**src/hdl/rabm_pkg.sv**
```systemverilog
package rabm_pkg;

  localparam int FRAME_WIDTH  = 640;
  localparam int FRAME_HEIGHT = 480;
  localparam int COUNT_BITS   = 16;

  localparam int PIXELS    = FRAME_WIDTH * FRAME_HEIGHT;
  localparam int ADDR_W    = (PIXELS > 1) ? $clog2(PIXELS) : 1;
  localparam int DIV_W     = COUNT_BITS + 1;
  localparam int CMP_W     = (DIV_W > 9) ? DIV_W : 9;
  localparam int MEM_W     = 24 + COUNT_BITS;
  localparam int DIV_STEPS = 8;

  localparam logic [9:0] THR_RESET = 10'd300;
  localparam logic [7:0] GRAY      = 8'd128;
  localparam logic [COUNT_BITS-1:0] COUNT_MAX = '1;

  typedef logic [2:0][7:0] rgb_t;
  typedef logic [COUNT_BITS-1:0] cnt_t;

  // item state that rides along the divider
  typedef struct packed {
    logic              valid;
    logic [ADDR_W-1:0] addr;
    logic              on_frame;
    logic              in_box;
    logic              wr;
    logic              avg;
    logic [2:0]        neg;
    rgb_t              bkg;
    cnt_t              cnt;
  } side_t;

  // one divider stage: dividend, quotient, remainder per channel
  typedef struct packed {
    rgb_t             dvd;
    rgb_t             quo;
    rgb_t             rem;
    logic [DIV_W-1:0] dvs;
    side_t            side;
  } div_stage_t;

endpackage

```
**src/hdl/rabm_div.sv**
```systemverilog
module rabm_div (
  input  logic                       clk,
  input  logic                       rst,
  input  logic                       adv,
  input  rabm_pkg::div_stage_t       din,
  input  logic [rabm_pkg::ADDR_W-1:0] chk_addr,
  output logic                       hit,
  output rabm_pkg::div_stage_t       dout
);

  rabm_pkg::div_stage_t st [rabm_pkg::DIV_STEPS+1];
  logic [rabm_pkg::DIV_STEPS:0] stage_hit;

  // entry register
  always_ff @(posedge clk) begin
    if (rst) begin
      st[0].side.valid <= 1'b0;
    end else if (adv) begin
      st[0] <= din;
    end
  end

  // one restoring quotient bit per stage, msb first
  for (genvar k = 1; k <= rabm_pkg::DIV_STEPS; k++) begin : g_step
    rabm_pkg::div_stage_t nxt;
    always_comb begin
      logic [8:0]                  rs;
      logic [rabm_pkg::CMP_W-1:0]  rw;
      logic [rabm_pkg::CMP_W-1:0]  qw;
      nxt = st[k-1];
      qw  = rabm_pkg::CMP_W'(st[k-1].dvs);
      for (int c = 0; c < 3; c++) begin
        rs = {st[k-1].rem[c], st[k-1].dvd[c][rabm_pkg::DIV_STEPS-k]};
        rw = rabm_pkg::CMP_W'(rs);
        if (rw >= qw) begin
          nxt.rem[c] = 8'(rw - qw);
          nxt.quo[c][rabm_pkg::DIV_STEPS-k] = 1'b1;
        end else begin
          nxt.rem[c] = rs[7:0];
        end
      end
    end
    always_ff @(posedge clk) begin
      if (rst) begin
        st[k].side.valid <= 1'b0;
      end else if (adv) begin
        st[k] <= nxt;
      end
    end
  end

  // pending-write address match across all stages
  for (genvar k = 0; k <= rabm_pkg::DIV_STEPS; k++) begin : g_hit
    assign stage_hit[k] = st[k].side.valid && (st[k].side.addr == chk_addr);
  end

  assign hit  = |stage_hit;
  assign dout = st[rabm_pkg::DIV_STEPS];

endmodule

```
**config.mk**
```make
export PLATFORM = sky130hd
export DESIGN_NAME = rabm_div
export DESIGN_NICKNAME = d
export VERILOG_FILES = /design/src/hdl/rabm_pkg.sv /design/src/hdl/rabm_div.sv
export SDC_FILE = /design/constraint.sdc
export NUM_CORES = 1
export LEC_CHECK = 0
export BUFFER_PORTS_ARGS = -buffer_cell sky130_fd_sc_hd__buf_2
export CORE_MARGIN = 5
export CORE_UTILIZATION = 50
export DETAILED_ROUTE_END_ITERATION = 7
export PLACE_DENSITY_LB_ADDON = 0.05
export SKIP_CTS_REPAIR_TIMING = 1
export SLEW_MARGIN = 10
export SYNTH_ARGS = -nofsm -noshare
export SYNTH_HDL_FRONTEND = slang
export SYNTH_SLANG_ARGS = --single-unit
```
**constraint.sdc**
```tcl
create_clock -name clk -period 107.3 [get_ports clk]
set_input_delay 16.095 -clock clk [delete_from_list [all_inputs] [get_ports clk]]
set_output_delay 16.095 -clock clk [all_outputs]
set_load 0.05 [all_outputs]
```
==> impl_metrics.env, run 1 <==
export IMPL_run_status="finished clean"
export IMPL_syn_area_um2=55700
export IMPL_hold_viol_final=0
export IMPL_hold_path_class="reg -> reg"
export IMPL_final_common_cell="edfxtp_1"
export IMPL_yosysSeqAreaShare_pct=75.7
export IMPL_io_pins=335
export IMPL_fin_nets=4074
export IMPL_worst_slew_pin_slew_ns=1.09
export IMPL_synth_nets=3598
export IMPL_fin_ws_ns=73.28
export IMPL_critical_path_class="in -> out"
export IMPL_max_stage_delay_ns=0.38
export IMPL_drt_iter0_drc=1601
export IMPL_final_antenna_net_count=0
export IMPL_cp_start_kind="input port"
export IMPL_synth_edf_count=1404
export IMPL_hpwlAfterDp_um=74600
export IMPL_drc=0
export IMPL_syn_avg_cell_area_um2=17.5
export IMPL_leakage_uw=0.0229
export IMPL_fin_skew_ns=0.0280
export IMPL_area_delta_synth_final_pct=14.9
export IMPL_clkSinkCount=1404
export IMPL_synth_cell_types=61
export IMPL_relSlewSlack_pct=27.5
export IMPL_cts_tree="yes"
export IMPL_pre_cts_slack_ns=73.29
export IMPL_yosysWarningCount=0
export IMPL_drv_slew=0
export IMPL_dr_pass1_iters=6
export IMPL_clk_pin_slew_ns=0.06
export IMPL_cts_path_max_buffers=3
export IMPL_setup_tns_ns=0
export IMPL_overflow=0
export IMPL_arrival_ns=17.92
export IMPL_cp_data_required_time_ns=91.21
export IMPL_grt_pass1_vias=28700
export IMPL_num_rows=122
export IMPL_clk_latency_ns=0.75
export IMPL_fin_util_pct=57.9
export IMPL_synthArstFlopShare_pct=0
export IMPL_cts_made_buffers=147
export IMPL_grtUsageTotal_pct=17.8
export IMPL_vias=27200
export IMPL_p_per_area_nw_per_um2=18.6
export IMPL_grt_antenna_before_repair=7
export IMPL_ir_worst_vdd_mv=0.0148
export IMPL_ctsRootBufferMaster="clkbuf_16"
export IMPL_drv_cap=0
export IMPL_grt_setup_unrepaired="false"
export IMPL_gp_congestion=0.884
export IMPL_vias_per_cell=5.17
export IMPL_coreArea_um2=111000
export IMPL_wire_per_inst_um=19.8
export IMPL_most_common_layout_cells="1,404 x edfxtp_1, 334 x buf_2, 216 x ha_1"
export IMPL_path_max_fanout=9
export IMPL_end_kind="output port"
export IMPL_max_flop_register="st"
export IMPL_top_regs="st x1404"
export IMPL_dieArea_um2=118000
export IMPL_crit_chain="buf_2 -> xor2_1 -> nor4_1 -> nand3_1 -> nor3_1 -> nor3_1 -> nand4_1 -> buf_2"
export IMPL_htree_levels=4
export IMPL_die_height_um=344
export IMPL_period_needed_ns=34.02
export IMPL_post_route_period_util_pct=31.7
export IMPL_hold_slack_ns=0.393
export IMPL_synthFlopType="edfxtp_1"
export IMPL_r2r_slack_ns=103.88
export IMPL_io_buffers=334
export IMPL_start_util_pct=50.4
export IMPL_crit_buf_inv=2
export IMPL_max_freq_mhz=29.4
export IMPL_drive_gt1_share_pct=19.9
export IMPL_fp_dieW_um=344
export IMPL_grt_pass1_wl_um=162000
export IMPL_largest_register_ffs=1404
export IMPL_synth_seq_cells=1404
export IMPL_grt_max_degree=196
export IMPL_critPathTopFamily="simple AND/OR/NAND/NOR gates"
export IMPL_synth_cells=3180
export IMPL_setup_viol=0
export IMPL_crit_slowest_cell="nor4_1"
export IMPL_wl_um=104000
through the flow:
stage          area, µm²  instances  total power [µW]
2_1_floorplan      55700       3180               736
3_3_place_gp       59300       4995               713
3_5_place_dp       59300       4995               716
4_1_cts            64000       5260              1210
5_1_grt            64000       5261              1240
6_report           64000       5262              1190
cell type report:
| type | count | area (µm²) |
|---|---|---|
| Clock inverter | 78 | 875 |
| Multi-Input combinational cell | 1599 | 12900 |
| Fill cell | 8374 | 46600 |
| Antenna cell | 2 | 5.00 |
| Inverter | 154 | 578 |
| Timing Repair Buffer | 350 | 1820 |
| Sequential cell | 1404 | 42200 |
| Tap cell | 1488 | 1860 |
| Clock buffer | 187 | 3870 |
cells in the mapped netlist, drive strengths merged (2+ instances only):
library cell | number | area, µm²
a211o | 2 | 17.5
a211oi | 2 | 15.0
a21boi | 29 | 240
a21o | 39 | 293
a21oi | 63 | 368
a221o | 2 | 20.0
a31oi | 2 | 12.5
and2 | 10 | 62.6
and4 | 16 | 140
buf | 22 | 110
edfxtp | 1404 | 42200
fa | 24 | 480
ha | 216 | 2700
inv | 154 | 578
mux2 | 143 | 1610
mux2i | 53 | 531
nand2 | 61 | 229
nand2b | 47 | 294
nand3 | 34 | 175
nand4 | 26 | 163
nor2 | 164 | 623
nor2b | 90 | 563
nor3 | 34 | 181
nor4 | 42 | 263
o2111ai | 21 | 184
o211ai | 4 | 30.0
o21a | 8 | 60.1
o21ai | 107 | 554
o21bai | 4 | 30.0
o31ai | 15 | 113
o32ai | 2 | 17.5
o41ai | 19 | 166
or2 | 24 | 150
or3 | 21 | 131
or4 | 4 | 33.8
or4b | 3 | 30.0
xnor2 | 148 | 1300
xor2 | 110 | 963
report_power, final:
group | leakage [µW] | switching, µW | internal [µW]
registers | 0.0132 | 9.08 | 628
clock network | 0.00229 | 206 | 283
logic | 0.00741 | 43.1 | 24.0
total | 0.0229 | 258 | 935
path summary, 6_finish.rpt:
path | end | depth (start not counted) | start
setup / recovery | hit | 8 | chk_addr[10]
hold / removal | st[5][149] | 0 | st[4][149]
setup reg to reg | st[4][96] | 8 | st[3][68]
hold reg to reg | st[5][149] | 0 | st[4][149]
cell families after synthesis:
group / after synthesis / share of synthesized area (%)
DFF: 1404 / 75.7
and+or+nand+nor: 578 / 5.48
AOI/OAI and AO/OA: 327 / 4.01
xor gates and xnor gates: 258 / 4.06
adders and majority gates: 240 / 5.71
muxes: 196 / 3.84
buffers and inverters: 177 / 1.24
routing by layer:
layer,track usage (%),share of wire (%),up-vias,wire length [µm]
li1,-,-,13100,-
met3,4.04,5.1,250,5300
met2,31.0,51,615,52800
met5,0,0,-,0
met4,7.59,4.0,0,4130
met1,21.4,40,13200,42100
No activity file was read; power rests on OpenSTA's default activity.
==> run 2, diff against run 1 <==
--- a/config.mk
+++ b/config.mk
@@ -5,6 +5,7 @@
 export SDC_FILE = /design/constraint.sdc
 export NUM_CORES = 1
 export LEC_CHECK = 0
+export ABC_AREA = 1
 export BUFFER_PORTS_ARGS = -buffer_cell sky130_fd_sc_hd__buf_2
 export CORE_MARGIN = 5
 export CORE_UTILIZATION = 50
==> constraint.sdc (replaced) <==
create_clock -name clk -period 33 [get_ports clk]
set_input_delay 4.95 -clock clk [delete_from_list [all_inputs] [get_ports clk]]
set_output_delay 4.95 -clock clk [all_outputs]
set_load 0.05 [all_outputs]
==> run 2 against run 1 <==
Compared with the run above: cell area up 2.2%; synthesized area up 2.8%; sequential share of layout area shrank 1.4 points; largest cell class unchanged; count of clock-buffer cells in the layout fell by 1; via count up 15%; combinational power rose to 3.5 times the previous value; total power increased to 3.3 times the previous value; sequential cell count unchanged.
==> impl_metrics.env, run 2 <==
export IMPL_coreArea_um2=114000
export IMPL_vias=31200
export IMPL_synth_common_cells="1,404 x edfxtp_1, 912 x nand2_1, 391 x inv_1, 216 x ha_1, 192 x o21ai_0"
export IMPL_cts_tree="yes"
export IMPL_setup_viol=0
export IMPL_clk_pin_slew_ns=0.06
export IMPL_seq_area_um2=42200
export IMPL_gr_usage_met2_pct=32.2
export IMPL_met1_usage_pct=25.6
export IMPL_gp_congestion=0.904
export IMPL_reg2regPathDepth=5
export IMPL_grt_pass1_vias=30600
export IMPL_setup_tns_ns=0
export IMPL_fp_dieW_um=348
export IMPL_hp_start="st[1][144]"
export IMPL_final_antenna_net_count=0
export IMPL_cts_made_buffers=147
export IMPL_leakage_uw=0.0259
export IMPL_drt_iter0_drc=2203
export IMPL_post_synth_top_count_cell="edfxtp_1"
export IMPL_hold_path_class="reg -> reg"
export IMPL_fin_skew_ns=0.0349
export IMPL_synthArstFlopShare_pct=0
export IMPL_wl_um=117000
export IMPL_grt_setup_unrepaired="false"
export IMPL_hold_viol_final=0
export IMPL_placed_cells=5945
export IMPL_synth_nets=4544
export IMPL_grt_antenna_before_repair=4
export IMPL_critical_path_class="in -> out"
export IMPL_start_util_pct=50.2
export IMPL_r2r_end="st[2][98]"
export IMPL_period_needed_ns=11.65
export IMPL_synthFlopType="edfxtp_1"
export IMPL_num_antenna_cells=0
export IMPL_die_height_um=348
export IMPL_synth_area_leaders="edfxtp_1 74%, nand2_1 6.0%, ha_1 4.7%, inv_1 2.6%, o21ai_0 1.7%"
export IMPL_r2r_slack_ns=29.98
export IMPL_ctsRootBufferMaster="clkbuf_16"
export IMPL_grtUsageTotal_pct=19.2
export IMPL_area_delta_synth_final_pct=14.3
export IMPL_htree_levels=4
export IMPL_final_common_cell="edfxtp_1"
export IMPL_wire_per_inst_um=18.8
export IMPL_relSlewSlack_pct=29.3
export IMPL_syn_area_um2=57300
export IMPL_synth_cells=4126
export IMPL_hold_slack_ns=0.380
export IMPL_worst_slew_pin_slew_ns=1.06
export IMPL_end_kind="output port"
export IMPL_top_regs="st x1404"
export IMPL_grt_max_degree=191
export IMPL_run_status="finished clean"
export IMPL_vias_per_cell=5.03
export IMPL_hold_depth=0
export IMPL_clk_latency_ns=0.77
export IMPL_drc=0
export IMPL_cp_start_kind="input port"
export IMPL_synth_edf_count=1404
export IMPL_final_cells=6206
export IMPL_path_max_fanout=14
export IMPL_io_buffers=334
export IMPL_io_pins=335
export IMPL_fin_nets=5000
export IMPL_dieArea_um2=121000
export IMPL_hold_path_end="st[2][144]"
export IMPL_max_flop_register="st"
export IMPL_largest_register_ffs=1404
export IMPL_yosysSeqAreaShare_pct=73.6
export IMPL_timing_rr_start="st[1][82]"
export IMPL_most_common_layout_cells="1,404 x edfxtp_1, 912 x nand2_1, 391 x inv_1"
export IMPL_syn_avg_cell_area_um2=13.9
export IMPL_num_rows=124
export IMPL_hpwlAfterDp_um=85800
export IMPL_arrival_ns=6.70
export IMPL_cts_path_max_buffers=3
export IMPL_p_per_area_nw_per_um2=59.3
export IMPL_top_usage_layer="met2"
export IMPL_overflow=0
export IMPL_synth_cell_types=43
export IMPL_ir_worst_vdd_mv=0.0537
export IMPL_yosysTopAreaCell="edfxtp_1"
export IMPL_yosysWarningCount=0
export IMPL_met3_usage_pct=3.60
export IMPL_grt_pass1_wl_um=178000
export IMPL_synth_seq_cells=1404
export IMPL_drv_slew=0
export IMPL_max_freq_mhz=85.8
export IMPL_drive_gt1_share_pct=13.1
export IMPL_multi_input_area_um2=13400
export IMPL_drv_cap=0
export IMPL_synth_top_area_share_pct=73.6
export IMPL_dr_pass1_iters=5
export IMPL_cp_data_required_time_ns=28.05
export IMPL_post_route_period_util_pct=35.3
export IMPL_clkSinkCount=1404
export IMPL_fillers=9241
[run 2: cell count changes after synthesis, sizes merged, moves of 53 or more]
| cell | delta |
|---|---|
| nand3 | +108 |
| inv | +237 |
| o21ai | +133 |
| xnor2 | -61 |
| mux2i | -53 |
| nand2 | +857 |
| mux2 | -143 |
| a21oi | +77 |
| nor2b | -90 |
[run 2: how the worst max path moves through the flow]
stage,startpoint,endpoint,slack (ns),cells after the start
floorplan,adv,st[0][66],2.01,4
global placement,chk_addr[11],hit,21.29,11
detailed placement,chk_addr[11],hit,21.31,11
CTS,chk_addr[11],hit,21.31,11
global route,chk_addr[17],hit,21.16,12
finish,chk_addr[11],hit,21.35,11
[run 2: cell families after synthesis]
kind of cell	Yosys count	synth area share (%)
and+or+nand+nor	1407	10.6
DFF	1404	73.6
AOI/OAI and AO/OA	454	4.44
buffers and inverters	439	3.05
adders and majority gates	240	5.56
xor gates and xnor gates	182	2.78
[run 2: final cells by class]
cell class	count	area share, %
sequential	1404	64.4
multi-input combinational	2283	20.4
clock buffer	186	5.85
tap	1512	2.89
timing repair buffer	352	2.82
inverter	394	2.26
clock inverter	75	1.32
[run 2: through the flow]
step	setup WS, ns	util, %	total power, µW	instance area (µm²)
final	21.35	57.4	3880	65400
after global routing	21.16	57.4	4040	65400
after CTS	21.31	57.4	3930	65400
after detailed placement	21.31	53.3	2350	60700
after global placement	21.29	53.3	2340	60700
after floorplan	2.01	-	2320	57300
[run 2: metal layers]
| metal | vias to the layer above | part of all wire [%] | wire length (µm) |
|---|---|---|---|
| li1 | 15500 | - | - |
| met1 | 14700 | 43 | 50100 |
| met2 | 740 | 49 | 57200 |
| met3 | 197 | 5.0 | 5850 |
| met4 | 0 | 3.0 | 3520 |
| met5 | - | 0 | 0 |
[run 2: power by group]
| group | switching (µW) | internal, µW | leakage [µW] | total [µW] |
|---|---|---|---|---|
| logic | 159 | 73.7 | 0.0105 | 233 |
| registers | 33.2 | 2040 | 0.0132 | 2070 |
| clock network | 674 | 897 | 0.00225 | 1570 |
[run 2: worst max-delay path, stage by stage]
cell     delay (ns)
buf_2          0.13
inv_1          0.51
o21ai_0        0.17
nor2_1         0.11
nand2_1        0.05
nor2_1         0.13
nand3_1        0.12
nand2_1        0.09
nor2_1         0.04
nand3_1        0.11
buf_2          0.29
